$ cat src/rtl/usc_pkg.sv
`default_nettype none
package usc_pkg;

	localparam logic [31:0] MAX_SECONDS   = 32'd4102444799;
	localparam logic [16:0] SEC_PER_DAY   = 17'd86400;
	localparam logic [11:0] SEC_PER_HOUR  = 12'd3600;
	localparam logic [6:0]  SEC_PER_MIN   = 7'd60;
	localparam logic [8:0]  DAYS_YEAR     = 9'd365;
	localparam logic [10:0] DAYS_CYCLE    = 11'd1461;
	localparam logic [9:0]  EARLY_DAYS    = 10'd730;
	localparam logic [10:0] LEAP_HEAD     = 11'd60;
	localparam logic [11:0] EPOCH_YEAR    = 12'd1970;
	localparam logic [11:0] CYCLE_YEAR0   = 12'd1972;
	localparam logic [2:0]  EPOCH_WEEKDAY = 3'd4;

	// Reciprocals for the constant divisions; each estimate is low by at most one.
	localparam logic [30:0] DAY_RECIP = 31'((64'd1 << 40) / 64'd675);
	localparam logic [15:0] CYC_RECIP = 16'((32'd1 << 26) / 32'd1461);
	localparam logic [12:0] HR_RECIP  = 13'((32'd1 << 20) / 32'd225);
	localparam logic [10:0] MIN_RECIP = 11'((32'd1 << 14) / 32'd15);

	// Cycles from a start transfer to the done strobe's transfer.
	localparam int LATENCY = 7;

	localparam logic [8:0] MONTH_START [0:11] = '{
		9'd0, 9'd31, 9'd59, 9'd90, 9'd120, 9'd151,
		9'd181, 9'd212, 9'd243, 9'd273, 9'd304, 9'd334
	};

endpackage
`default_nettype wire

$ cat src/rtl/unix_seconds_to_calendar.sv
// Each start transfer yields exactly one done strobe from the output register.
// Throughput: one timestamp per cycle; busy is never raised, so start may be
// held high every cycle. The depth is set by the divide-by-86400 reciprocal
// multiply and the year, month and minute splits that follow it.
// Reset: arst_n clears all valid flags asynchronously; no done appears until
// an item is transferred after reset. The receiver cannot stall the output.
`default_nettype none
module unix_seconds_to_calendar
	import usc_pkg::*;
(
	input  logic        clk,
	input  logic        arst_n,
	input  logic        start,
	output logic        busy,
	input  logic [31:0] seconds_since_epoch,
	output logic        done,
	output logic [11:0] cal_year,
	output logic [3:0]  cal_month,
	output logic [4:0]  day_of_month,
	output logic [4:0]  hour_of_day,
	output logic [5:0]  minute_of_hour,
	output logic [5:0]  second_of_minute,
	output logic [2:0]  weekday_num
);

	logic v_s1, v_s2, v_s3, v_s4, v_s5, v_s6, done_q;

	// stage 1: saturated input
	logic [31:0] t_s1;
	// stage 2: day estimate
	logic [31:0] t_s2;
	logic [15:0] est_s2;
	// stage 3: days and second of day
	logic [15:0] days_s3;
	logic [16:0] sod_s3;
	// stage 4: cycle and hour estimates
	logic [15:0] days_s4, d72_s4;
	logic [16:0] sod_s4;
	logic [5:0]  cyc_est_s4;
	logic [4:0]  hr_est_s4;
	logic        early_s4;
	// stage 5
	logic        early_s5;
	logic [9:0]  days_s5;
	logic [5:0]  cyc_s5;
	logic [10:0] dq_s5;
	logic [4:0]  hour_s5;
	logic [11:0] soh_s5;
	logic [2:0]  wd_s5;
	// stage 6
	logic [11:0] year_s6;
	logic [8:0]  doy_s6;
	logic        leap_s6;
	logic [5:0]  min_est_s6;
	logic [11:0] soh_s6;
	logic [4:0]  hour_s6;
	logic [2:0]  wd_s6;
	// output registers
	logic [11:0] year_q;
	logic [3:0]  month_q;
	logic [4:0]  day_q;
	logic [4:0]  hour_q;
	logic [5:0]  minute_q;
	logic [5:0]  second_q;
	logic [2:0]  wd_q;

	assign busy = 1'b0;

	always_ff @(posedge clk or negedge arst_n) begin
		if (!arst_n) begin
			v_s1   <= 1'b0;
			v_s2   <= 1'b0;
			v_s3   <= 1'b0;
			v_s4   <= 1'b0;
			v_s5   <= 1'b0;
			v_s6   <= 1'b0;
			done_q <= 1'b0;
		end else begin
			v_s1   <= start && !busy;
			v_s2   <= v_s1;
			v_s3   <= v_s2;
			v_s4   <= v_s3;
			v_s5   <= v_s4;
			v_s6   <= v_s5;
			done_q <= v_s6;
		end
	end

	// ---------------- stage 1
	always_ff @(posedge clk) begin
		if (start && !busy) begin
			t_s1 <= (seconds_since_epoch > MAX_SECONDS) ? MAX_SECONDS : seconds_since_epoch;
		end
	end

	// ---------------- stage 2: days ~= (t >> 7) / 675
	logic [55:0] prod_day;
	assign prod_day = 56'(t_s1[31:7]) * 56'(DAY_RECIP);

	always_ff @(posedge clk) begin
		t_s2   <= t_s1;
		est_s2 <= prod_day[55:40];
	end

	// ---------------- stage 3: correct the day estimate
	logic [32:0] day_base;
	logic [32:0] rem_day;
	logic        fix_day;
	assign day_base = 33'(est_s2) * 33'(SEC_PER_DAY);
	assign rem_day  = 33'(t_s2) - day_base;
	assign fix_day  = rem_day[17:0] >= 18'(SEC_PER_DAY);

	always_ff @(posedge clk) begin
		days_s3 <= est_s2 + 16'(fix_day);
		sod_s3  <= fix_day ? 17'(rem_day[17:0] - 18'(SEC_PER_DAY)) : rem_day[16:0];
	end

	// ---------------- stage 4: four-year cycle and hour estimates
	logic [15:0] d72;
	logic [31:0] prod_cyc;
	logic [24:0] prod_hr;
	assign d72      = days_s3 - 16'(EARLY_DAYS);
	assign prod_cyc = 32'(d72) * 32'(CYC_RECIP);
	assign prod_hr  = 25'(sod_s3[16:4]) * 25'(HR_RECIP);

	always_ff @(posedge clk) begin
		days_s4    <= days_s3;
		sod_s4     <= sod_s3;
		d72_s4     <= d72;
		cyc_est_s4 <= prod_cyc[31:26];
		hr_est_s4  <= prod_hr[24:20];
		early_s4   <= days_s3 < 16'(EARLY_DAYS);
	end

	// ---------------- stage 5: correct cycle and hour, weekday
	logic [15:0] dq_r;
	logic        fix_cyc;
	logic [16:0] rh;
	logic        fix_hr;
	logic [17:0] dw;
	logic [5:0]  oct_sum;
	logic [3:0]  oct_fold;
	logic [2:0]  wd;

	assign dq_r    = d72_s4 - 16'(cyc_est_s4) * 16'(DAYS_CYCLE);
	assign fix_cyc = dq_r >= 16'(DAYS_CYCLE);
	assign rh      = sod_s4 - 17'(hr_est_s4) * 17'(SEC_PER_HOUR);
	assign fix_hr  = rh >= 17'(SEC_PER_HOUR);

	// 8 is 1 mod 7: sum the octal digits, fold once, subtract once
	assign dw       = 18'(days_s4) + 18'(EPOCH_WEEKDAY);
	assign oct_sum  = 6'(dw[2:0]) + 6'(dw[5:3]) + 6'(dw[8:6]) + 6'(dw[11:9])
		+ 6'(dw[14:12]) + 6'(dw[17:15]);
	assign oct_fold = 4'(oct_sum[5:3]) + 4'(oct_sum[2:0]);
	assign wd       = (oct_fold >= 4'd7) ? 3'(oct_fold - 4'd7) : oct_fold[2:0];

	always_ff @(posedge clk) begin
		early_s5 <= early_s4;
		days_s5  <= days_s4[9:0];
		cyc_s5   <= cyc_est_s4 + 6'(fix_cyc);
		dq_s5    <= fix_cyc ? 11'(dq_r - 16'(DAYS_CYCLE)) : dq_r[10:0];
		hour_s5  <= hr_est_s4 + 5'(fix_hr);
		soh_s5   <= fix_hr ? 12'(rh - 17'(SEC_PER_HOUR)) : rh[11:0];
		wd_s5    <= wd;
	end

	// ---------------- stage 6: year and day of year, minute estimate
	logic [10:0] dq1;
	logic [1:0]  yoff;
	logic [10:0] yoff_days;
	logic        early_hi;
	logic [11:0] year_n;
	logic [8:0]  doy_n;
	logic        leap_n;
	logic [19:0] prod_min;

	assign dq1 = dq_s5 - 11'd1;
	assign early_hi = days_s5 >= 10'(DAYS_YEAR);
	assign prod_min = 20'(soh_s5[11:2]) * 20'(MIN_RECIP);

	always_comb begin
		if (dq1 >= 11'(3 * DAYS_YEAR)) begin
			yoff = 2'd3;
		end else if (dq1 >= 11'(2 * DAYS_YEAR)) begin
			yoff = 2'd2;
		end else if (dq1 >= 11'(DAYS_YEAR)) begin
			yoff = 2'd1;
		end else begin
			yoff = 2'd0;
		end
		yoff_days = 11'(yoff) * 11'(DAYS_YEAR);

		if (early_s5) begin
			leap_n = 1'b0;
			year_n = EPOCH_YEAR + 12'(early_hi);
			doy_n  = early_hi ? 9'(days_s5 - 10'(DAYS_YEAR)) : days_s5[8:0];
		end else if (dq_s5 < LEAP_HEAD) begin
			leap_n = 1'b1;
			year_n = CYCLE_YEAR0 + 12'({cyc_s5, 2'b00});
			doy_n  = dq_s5[8:0];
		end else begin
			leap_n = 1'b0;
			year_n = CYCLE_YEAR0 + 12'({cyc_s5, 2'b00}) + 12'(yoff);
			doy_n  = 9'(dq1 - yoff_days);
		end
	end

	always_ff @(posedge clk) begin
		year_s6    <= year_n;
		doy_s6     <= doy_n;
		leap_s6    <= leap_n;
		min_est_s6 <= prod_min[19:14];
		soh_s6     <= soh_s5;
		hour_s6    <= hour_s5;
		wd_s6      <= wd_s5;
	end

	// ---------------- stage 7: month, day, minute, second
	logic [3:0]  month_n;
	logic [8:0]  mbase;
	logic [4:0]  mday_n;
	logic [11:0] rm;
	logic        fix_min;

	always_comb begin
		month_n = 4'd1;
		mbase   = MONTH_START[0];
		for (int i = 1; i < 12; i++) begin
			if (doy_s6 >= MONTH_START[i]) begin
				month_n = 4'(i + 1);
				mbase   = MONTH_START[i];
			end
		end
		mday_n = 5'(doy_s6 - mbase + 9'd1);
		// leap-year head: January, then a 29-day February
		if (leap_s6) begin
			if (doy_s6 < MONTH_START[1]) begin
				month_n = 4'd1;
				mday_n  = 5'(doy_s6 + 9'd1);
			end else begin
				month_n = 4'd2;
				mday_n  = 5'(doy_s6 - MONTH_START[1] + 9'd1);
			end
		end
	end

	assign rm      = soh_s6 - 12'(min_est_s6) * 12'(SEC_PER_MIN);
	assign fix_min = rm >= 12'(SEC_PER_MIN);

	always_ff @(posedge clk) begin
		year_q   <= year_s6;
		month_q  <= month_n;
		day_q    <= mday_n;
		hour_q   <= hour_s6;
		minute_q <= min_est_s6 + 6'(fix_min);
		second_q <= fix_min ? 6'(rm - 12'(SEC_PER_MIN)) : rm[5:0];
		wd_q     <= wd_s6;
	end

	assign done             = done_q;
	assign cal_year         = year_q;
	assign cal_month        = month_q;
	assign day_of_month     = day_q;
	assign hour_of_day      = hour_q;
	assign minute_of_hour   = minute_q;
	assign second_of_minute = second_q;
	assign weekday_num      = wd_q;

endmodule
`default_nettype wire

$ cat config.mk
export PLATFORM = sky130hd
export DESIGN_NAME = unix_seconds_to_calendar
export DESIGN_NICKNAME = d
export VERILOG_FILES = /design/src/rtl/usc_pkg.sv /design/src/rtl/unix_seconds_to_calendar.sv
export SDC_FILE = /design/constraint.sdc
export NUM_CORES = 2
export LEC_CHECK = 0
export BUFFER_PORTS_ARGS = -buffer_cell sky130_fd_sc_hd__buf_2
export CORE_MARGIN = 8
export CORE_UTILIZATION = 60
export CTS_CLUSTER_SIZE = 12
export DETAILED_ROUTE_END_ITERATION = 7
export PLACE_DENSITY_LB_ADDON = 0.2
export SYNTH_ARGS = -nofsm -noshare
export SYNTH_HDL_FRONTEND = slang
export SYNTH_SLANG_ARGS = --single-unit
$ cat constraint.sdc
create_clock -name clk -period 15.1 [get_ports clk]
set_input_delay 0.755 -clock clk [delete_from_list [all_inputs] [get_ports clk]]
set_output_delay 0.755 -clock clk [all_outputs]
set_load 0.005 [all_outputs]
==> run metrics <==
status=finished clean; core box area=0.05520 mm²; vias per cell=5.420; PostCTS Resize Cnt=0; Ys Warns=0; xor/xnor share of the synthesized area=0.05555; diode count=0; worst r2r src=days_s3[1]; Max Clk Rate=125.4 MHz; GRT Util Overall=0.2392; 1st-iter DRT viols=roughly 1100; die area=0.06375 mm²; WL/cell=17.63 µm; final wirelength=75.05 mm; worst hold path type=input pin to asynchronous set/reset pin; worst r2r dst=cyc_est_s4[5]; asr flop ratio synth=0.02310; Critical Path RT=15.50 ns; Seq/Total Area, Yosys=0.1913; First-pass DRT Iterations=5; vias in the first global route=24170; RSZ-0062 raised after global routing=no; CTS tree=yes; Final #Nets=4632; M3 GR Usage=0.03495; clock slew at reported path FFs=0.06 ns; Synth Area per Inst=between 9 and 10 µm²; Initial Utilization=0.6079; Mapped Cells=between 3000 and 4000; Area Overhead vs Synth=6.965%; final setup fails=0; Die Y=252.5 µm; initial antenna violation count=0; M1 GR Usage=0.3215; TritonCTS Sinks=roughly 300; Final Max Tran Viols=0; Final Hold Fails=0; worst skew pair latency=approximately 0.52 ns; GR Util met2=0.4039; minimum clock period after layout=7.973 ns; share of layout cells above drive strength 1=0.04590; simple-gate share of the synthesized area=0.07636; compound-gate portion of the synthesized area=0.08478; site row count=86; clk_skew=roughly 0.014 ns; CTS buffer count=34; Final Wtd Congestion=roughly 0.95; adder-cell share of the synthesized area=0.4968; Synth Flop Type=dfxtp_1; Setup Total Neg Slack=0 ns; Clock Path Buffers=3; critical path arrival=8.37 ns; syn_nets=4536; total global routing overflow=0; first-pass GRT wire length=123.0 mm; Critical-path top delay cell=a211oi_1; vias post-DR=between 20000 and 25000; CP max stage delay=0.65 ns; post-DP HPWL=around 65 mm; Worst Max-Slew Pin Slew=1.192 ns; Setup Crit Path Kind=register to register; Root Buffer=clkbuf_16; mux cell area share after synthesis=0.004288; FF+latch count, synth=a little over 300; Post-CTS Setup Repair Bufs=0; worst reg2reg setup slack=7.13 ns; post-route ant nets=0; MaxCap Viol Count=0; crit share post-route=0.5280; IO Count=78; crit-path max FO=6; CTS H-tree depth=2; R2R depth=27; largest net degree at the start of global routing=34; DRC errors left=0; Post-synth EDFFs=32; Crit. End Element=register; port buffer count=76; GRT Max-Usage Layer=met2; Post-CTS Hold Fix Bufs=0; Yosys cell types=73; relative slew slack=0.1998; startpoint types=register; main combinational cell family by area after synthesis=adder cells; Mapped Area=0.03356 mm²; Die Span X=252.5 µm
## cells by family after synthesis
logic type               count (synthesis)
multiplexers                            14
AND/OR/NAND/NOR                        500
flip-flops                             303
buffers and inverters                  809
adder cells (fa/ha/maj)               1110
XOR/XNOR                               212
AO/OA/AOI/OAI                          442
other                                    1
## critical path, delay by kind of cell (launching register included)
| family | cells | cell delay [ns] |
|---|---|---|
| XOR/XNOR | 2 | 0.67 |
| AO/OA/AOI/OAI | 8 | 2.07 |
| AND/OR/NAND/NOR | 4 | 0.46 |
| flip-flops | 1 | 0.33 |
| buffers and inverters | 5 | 0.67 |
| adder cells (fa/ha/maj) | 8 | 3.66 |
## state kept, by name, indices dropped and copies added (netlist names), 15 cells and up
| name | cells |
|---|---|
| d72_s4 | 16 |
| days_s3 | 16 |
| days_s4 | 15 |
| est_s2 | 16 |
| sod_s3 | 17 |
| sod_s4 | 17 |
| t_s1 | 32 |
| t_s2 | 18 |
## cell usage after synthesis, types with 25 or more instances
| cell type | instances | area (µm²) |
|---|---|---|
| nor3_1 | 45 | 225.2 |
| nand3_1 | 40 | 200.2 |
| ha_1 | 739 | 9246 |
| a21oi_1 | 134 | 670.6 |
| nor2_1 | 110 | 412.9 |
| xnor2_1 | 131 | 1147 |
| nand2_1 | 108 | 405.4 |
| dfxtp_1 | 264 | 5285 |
| a21o_1 | 60 | 450.4 |
| nand2b_1 | 38 | 237.7 |
| fa_1 | 371 | 7427 |
| nand4_1 | 25 | 156.4 |
| nor2b_1 | 30 | 187.7 |
| inv_1 | 784 | 2943 |
| o21ai_0 | 95 | 475.5 |
| edfxtp_1 | 32 | 960.9 |
| xor2_1 | 80 | 700.7 |
## layout make-up
| type | instances | area [µm²] |
|---|---|---|
| Fill cell | 4498 | 19300 |
| Tap cell | 748 | 935.9 |
| Clock buffer | 44 | 909.6 |
| Clock inverter | 13 | 137.6 |
| Multi-Input combinational cell | 2279 | 24100 |
| Sequential cell | 303 | 6421 |
| Timing Repair Buffer | 85 | 447.9 |
| Inverter | 784 | 2943 |
## per-stage QoR
step / worst slack (ns) / instance area (µm²) / utilization / hold slack (ns) / instances
after floorplan: 8.282 / 33560 / - / 0.3096 / 3391
after global placement: 7.332 / 34840 / 0.6312 / 0.3098 / 4199
after detailed placement: 7.197 / 34840 / 0.6312 / 0.3121 / 4199
after CTS: 7.128 / 35890 / 0.6501 / 0.04073 / 4256
after global routing: 6.607 / 35900 / 0.6503 / 0.04983 / 4256
final: 7.127 / 35900 / 0.6503 / 0.06179 / 4256
## per-layer routing
metal / share of wire / up-vias
met1: 0.45 / 11280
met2: 0.47 / 466
met4: 0.023 / 0
li1: - / 11230
met3: 0.054 / 97
met5: 0 / -
## cell usage in the layout, fill, tap and decap left out, drive strengths merged, types with 11 or more instances in the layout
cell,count
buf,85
nand3,40
nor3b,12
nand4,25
nor2,110
mux2i,11
nor4,13
nor2b,30
o21ai,95
and2,18
a211oi,21
o21bai,11
xnor2,132
o21a,15
ha,739
a21oi,134
nor3,45
inv,787
and3,20
a21o,60
nand2b,38
edfxtp,32
clkbuf,44
fa,371
nand2,108
xor2,80
dfxtp,264
## worst max-delay path by stage
stage | start | to | slack (ns)
final | days_s3[1] | cyc_est_s4[5] | 7.13
after global routing | days_s3[1] | cyc_est_s4[5] | 6.61
after CTS | days_s3[1] | cyc_est_s4[5] | 7.13
after detailed placement | days_s3[1] | cyc_est_s4[5] | 7.20
after global placement | days_s3[1] | cyc_est_s4[5] | 7.33
after floorplan | days_s3[1] | cyc_est_s4[5] | 8.28
Power is left out: the tool's default activity adds up to more than one toggle a clock period on the data nets, which glitch-free logic cannot reach.
